**src/design/binary_square_erosion_defines.svh**
```systemverilog
// Assertion macros shared by the binary erosion block.
// Defining NO_ASSERTIONS compiles every check away.
`ifndef BINARY_SQUARE_EROSION_DEFINES_SVH
`define BINARY_SQUARE_EROSION_DEFINES_SVH
`ifndef NO_ASSERTIONS
`define BSE_ASSERT(lbl, clk, rst_n, prop, msg) \
    lbl: assert property (@(posedge clk) disable iff (!rst_n) prop) else $error(msg);
`define BSE_ASSERT_NEXT(lbl, clk, rst_n, ante, cons, msg) \
    lbl: assert property (@(posedge clk) disable iff (!rst_n) ante |=> cons) else $error(msg);
`else
`define BSE_ASSERT(lbl, clk, rst_n, prop, msg)
`define BSE_ASSERT_NEXT(lbl, clk, rst_n, ante, cons, msg)
`endif
`endif

```
**src/design/bse_pkg.sv**
```systemverilog
// Shared constants and types of the binary square erosion block.
// Used by bse_out_fifo and binary_square_erosion; depends on nothing.
`default_nettype none

package bse_pkg;

    localparam int MAX_WIDTH  = 1024;
    localparam int MAX_RADIUS = 8;

    localparam int PIX_W     = 8;
    localparam int DIM_W     = 11;
    localparam int RAD_W     = 4;
    localparam int COL_W     = $clog2(MAX_WIDTH);
    localparam int ROW_W     = DIM_W + 1;
    localparam int LAG_W     = DIM_W + RAD_W;
    localparam int WIN_BITS  = 2 * MAX_RADIUS + 1;
    localparam int CFG_IDX_W = 2;

    localparam int OUT_DEPTH = 3;
    localparam int PTR_W     = $clog2(OUT_DEPTH);
    localparam int CNT_W     = $clog2(OUT_DEPTH + 1);

    localparam logic [PIX_W-1:0] PIX_BLACK = '0;
    localparam logic [PIX_W-1:0] PIX_WHITE = '1;
    localparam logic             CMD_FLUSH = 1'b1;

    localparam logic [RAD_W-1:0] RST_RADIUS = RAD_W'(5);
    localparam logic [DIM_W-1:0] RST_WIDTH  = DIM_W'(640);
    localparam logic [DIM_W-1:0] RST_HEIGHT = DIM_W'(480);

    typedef enum logic [CFG_IDX_W-1:0] {
        CFG_RADIUS = 2'd0,
        CFG_WIDTH  = 2'd1,
        CFG_HEIGHT = 2'd2
    } t_cfg_index;

    typedef struct packed {
        logic [PIX_W-1:0] pixel;
        logic             frame_end;
    } t_out_item;

endpackage

`default_nettype wire

```
**src/design/bse_out_fifo.sv**
```systemverilog
// Small output queue that decouples the erosion pipeline from the result stream.
// Depends on bse_pkg for its depth and item type.
`default_nettype none
`include "binary_square_erosion_defines.svh"

module bse_out_fifo (
    input  logic                          i_clk,
    input  logic                          i_rst_n,
    input  logic                          i_push,
    input  bse_pkg::t_out_item            i_item,
    input  logic                          i_ready,
    output logic                          o_valid,
    output bse_pkg::t_out_item            o_item,
    output logic [bse_pkg::CNT_W-1:0]     o_count
);
    import bse_pkg::*;

    t_out_item          r_slot [OUT_DEPTH];
    logic [PTR_W-1:0]   r_head;
    logic [PTR_W-1:0]   r_tail;
    logic [CNT_W-1:0]   r_count;
    logic [PTR_W-1:0]   n_head;
    logic [PTR_W-1:0]   n_tail;
    logic [CNT_W-1:0]   n_count;
    logic               pop;

    function automatic logic [PTR_W-1:0] next_ptr(input logic [PTR_W-1:0] ptr);
        next_ptr = (ptr == PTR_W'(OUT_DEPTH - 1)) ? '0 : ptr + PTR_W'(1);
    endfunction

    assign o_valid = (r_count != '0);
    assign o_item  = r_slot[r_head];
    assign o_count = r_count;
    assign pop     = o_valid & i_ready;

    always_comb begin
        n_head  = pop ? next_ptr(r_head) : r_head;
        n_tail  = i_push ? next_ptr(r_tail) : r_tail;
        case ({i_push, pop})
            2'b10:   n_count = r_count + CNT_W'(1);
            2'b01:   n_count = r_count - CNT_W'(1);
            default: n_count = r_count;
        endcase
    end

    always_ff @(posedge i_clk) begin
        if (i_push) begin
            r_slot[r_tail] <= i_item;
        end
    end

    always_ff @(posedge i_clk) begin
        if (!i_rst_n) begin
            r_head  <= '0;
            r_tail  <= '0;
            r_count <= '0;
        end else begin
            r_head  <= n_head;
            r_tail  <= n_tail;
            r_count <= n_count;
        end
    end

    `BSE_ASSERT(a_no_overflow, i_clk, i_rst_n, !(i_push && !pop && (r_count == CNT_W'(OUT_DEPTH))), "output queue overflow")
    `BSE_ASSERT(a_empty_aligned, i_clk, i_rst_n, (r_count != '0) || (r_head == r_tail), "empty queue with pointers apart")

endmodule

`default_nettype wire

```
**config.mk**
```make
export PLATFORM = sky130hd
export DESIGN_NAME = bse_out_fifo
export DESIGN_NICKNAME = d
export VERILOG_FILES = /design/src/design/bse_pkg.sv /design/src/design/bse_out_fifo.sv
export VERILOG_INCLUDE_DIRS = /design/src /design/src/design
export SDC_FILE = /design/constraint.sdc
export NUM_CORES = 1
export LEC_CHECK = 0
export BUFFER_PORTS_ARGS = -buffer_cell sky130_fd_sc_hd__buf_4
export CAP_MARGIN = 20
export CORE_MARGIN = 3
export CORE_UTILIZATION = 40
export CTS_CLUSTER_SIZE = 25
export DETAILED_ROUTE_END_ITERATION = 8
export MAX_ROUTING_LAYER = met4
export PLACE_DENSITY_LB_ADDON = 0.08
export SYNTH_ARGS = -nofsm -noshare
export SYNTH_HDL_FRONTEND = slang
export SYNTH_SLANG_ARGS = --single-unit
```
**constraint.sdc**
```tcl
create_clock -name i_clk -period 3.2 [get_ports i_clk]
set_input_delay 0.64 -clock i_clk [delete_from_list [all_inputs] [get_ports i_clk]]
set_output_delay 0.64 -clock i_clk [all_outputs]
set_load 0.05 [all_outputs]
```
==> flow_metrics.env <==
export IMPL_status="complete, no violations"
export IMPL_cp_slowest_stage_delay_ns=0.68
export IMPL_pwr_share_comb_pct=32.5
export IMPL_cp_cell_sequence="mux2i_1, o21ai_1, buf_4"
export IMPL_path_buf_inv=1
export IMPL_place_worst_setup_slack_ns=1.29
export IMPL_switchingPower_mw=0.428
export IMPL_die_area_sq_um=4020
export IMPL_period_minus_slack_ns=2.21
export IMPL_skew_ns=0.00478
export IMPL_top_level_ports=25
export IMPL_clk_latency_ns=0.32
export IMPL_fin_ws_ns=0.991
export IMPL_cap_violations=0
export IMPL_slew_limit_headroom_pct=50.7
export IMPL_syn_inst=90
export IMPL_die_h_microns=63.4
export IMPL_synth_ff_latch_count=35
export IMPL_grt_pass1_vias=807
export IMPL_seqPwrFrac_pct=47.8
export IMPL_path_clk_slew_ns=0.10
export IMPL_fmax_mhz=453
export IMPL_wl_per_cell_microns=13.1
export IMPL_area_growth_pct=22.4
export IMPL_synth_net_count=104
export IMPL_portBuffers=24
export IMPL_cts_resized=0
export IMPL_internal_power_mw=0.772
export IMPL_grt_pass1_wl_microns=3710
export IMPL_worst_pin_slew_ns=0.737
export IMPL_endpoint_kind="output port"
export IMPL_ff2ff_path_depth=5
export IMPL_vias_per_cell=4.59
export IMPL_critical_path_class="reg2out"
export IMPL_vias=758
export IMPL_design_area_sq_um=1610
export IMPL_detail_route_antenna_nets=0
export IMPL_final_core_util_pct=51.9
export IMPL_setup_viol=0
export IMPL_ctsHtreeMaxLevel=2
export IMPL_coreArea_sq_um=3100
export IMPL_finalHoldViolCount=0
export IMPL_drtIter0Drc=36
export IMPL_power_density_nw_per_um2=745
export IMPL_setup_tns_ns=0
export IMPL_grt_usage_pct=12.8
export IMPL_cp_num_cells=3
export IMPL_required_ns=2.56
export IMPL_rsz0062_at_grt="no"
export IMPL_grt_overflow_total=0
export IMPL_cp_start_kind="flop"
export IMPL_numCtsBuffers=5
export IMPL_clock_sinks=35
export IMPL_crit_arrival_ns=1.57
export IMPL_hold_path_class="reg2reg"
export IMPL_async_reset_ff_share_pct=0
export IMPL_cts_path_max_buffers=2
export IMPL_dpl_hpwl_microns=1550
export IMPL_whs_path_depth=2
export IMPL_synth_area_sq_um=1320
export IMPL_gp_congestion=0.677
export IMPL_irDropWorstVdd_mv=0.383
export IMPL_slew_viol_final=0
export IMPL_drt_total_wl_microns=2160
export IMPL_cp_slowest_cell="dfxtp_1"
export IMPL_fin_crit_sh_pct=69.0
export IMPL_synth_main_ff_cell="edfxtp_1"
export IMPL_synth_warnings=0
export IMPL_final_cell_mix="edfxtp_1, buf_4, nand2_1, mux2i_1, dfxtp_1"
export IMPL_swShare_pct=35.7
export IMPL_postCtsSetupBuffers=0
export IMPL_nFillCells=297
export IMPL_start_util_pct=42.4
export IMPL_cp_max_fo=9
export IMPL_syn_avg_cell_area_sq_um=14.6
export IMPL_synth_cell_types=23
export IMPL_clkPwrFrac_pct=19.7
export IMPL_nets=134
export IMPL_seq_area_frac_synth_pct=73.8
export IMPL_first_pass_iters=4
export IMPL_root_buffer="clkbuf_4"
export IMPL_leakage_nw=0.577
export IMPL_path_delay_family="flip-flops"
export IMPL_drive_above_1_share_pct=28.1
export IMPL_route_detailed_drc=0
export IMPL_diodes=0
export IMPL_die_w_microns=63.4
export IMPL_cts_hold_buf=0
export IMPL_synth_edff_count=27
export IMPL_place_area_sq_um=1550
export IMPL_layout_commonest_cell="edfxtp_1"
export IMPL_num_rows=20
export IMPL_antenna_found_initial=0
export IMPL_grt_max_degree=19
export IMPL_cts_tree="built"
==> power groups by stage <==
stage               registers, mW  logic (mW)  clock network [mW]
finish                      0.574       0.390               0.236
global route                0.584       0.416               0.269
detailed placement          0.586       0.395                   0
floorplan                   0.595       0.266                   0
global placement            0.583       0.390                   0
CTS                         0.576       0.396               0.246
==> worst paths after layout <==
path / startpoint / to / slack, ns
min reg2reg: r_head[0] / r_head[0] / 0.49
max: flop / o_item[1] / 0.99
max reg2reg: o_count[0] / o_count[1] / 1.63
min: r_head[0] / r_head[0] / 0.49
==> sequential cells by signal, indices dropped and copies added (netlist names), named ones only <==
name and count:
r_head 2, r_slot 27, o_count 2, r_tail 2
==> cells in the mapped netlist (2+ instances only) <==
library cell  number  share of area (%)
edfxtp_1          27                 62
nand2_1           12                3.4
mux2i_1            9                6.8
dfxtp_1            8                 12
o21ai_1            6                2.3
o21ai_0            4                1.5
a21boi_1           3                1.7
buf_2              2               0.76
nor2b_1            2               0.95
o21a_1             2                1.1
or3_1              2               0.95
xnor2_1            2                1.3
==> worst reg2reg max path: cells and delay by family (launching register included) <==
kind / cells / cell delay, ns
flip-flops: 1 / 0.38
AND/OR/NAND/NOR: 1 / 0.38
AO/OA/AOI/OAI: 2 / 0.36
buffers and inverters: 1 / 0.07
adder cells (fa/ha/maj): 1 / 0.31
==> kinds of logic after synthesis <==
family                   count (synthesis)  share of synthesized area (%)
flip-flops                              35                           73.8
AND/OR/NAND/NOR                         22                           8.17
AO/OA/AOI/OAI                           16                           7.32
multiplexers                             9                           6.84
buffers and inverters                    5                           1.62
XOR/XNOR                                 2                           1.33
adder cells (fa/ha/maj)                  1                          0.950
==> final cells by class <==
type                    instances  area [sq um]  area share, %
clock buffers                   7          55.1           3.42
clock inverters                 1          3.75          0.233
inverters                       2          7.51          0.466
multi-input cells              50           324           20.1
flip-flops and latches         35           971           60.2
well taps                      44          55.1           3.42
repair buffers                 26           195           12.1
==> layer usage <==
layer	global-route usage (%)	wire length [microns]
met2	19.4	1040
met4	4.85	23
met5	-	0
met1	14.6	948
met3	6.06	145
==> stage by stage <==
step | total power [mW] | hold WS, ns | instances
after floorplan | 0.861 | 0.451 | 90
after global placement | 0.973 | 0.467 | 157
after detailed placement | 0.982 | 0.475 | 157
after CTS | 1.22 | 0.488 | 165
after global routing | 1.27 | 0.469 | 165
final | 1.20 | 0.486 | 165
(Power assumes the default switching activity.)
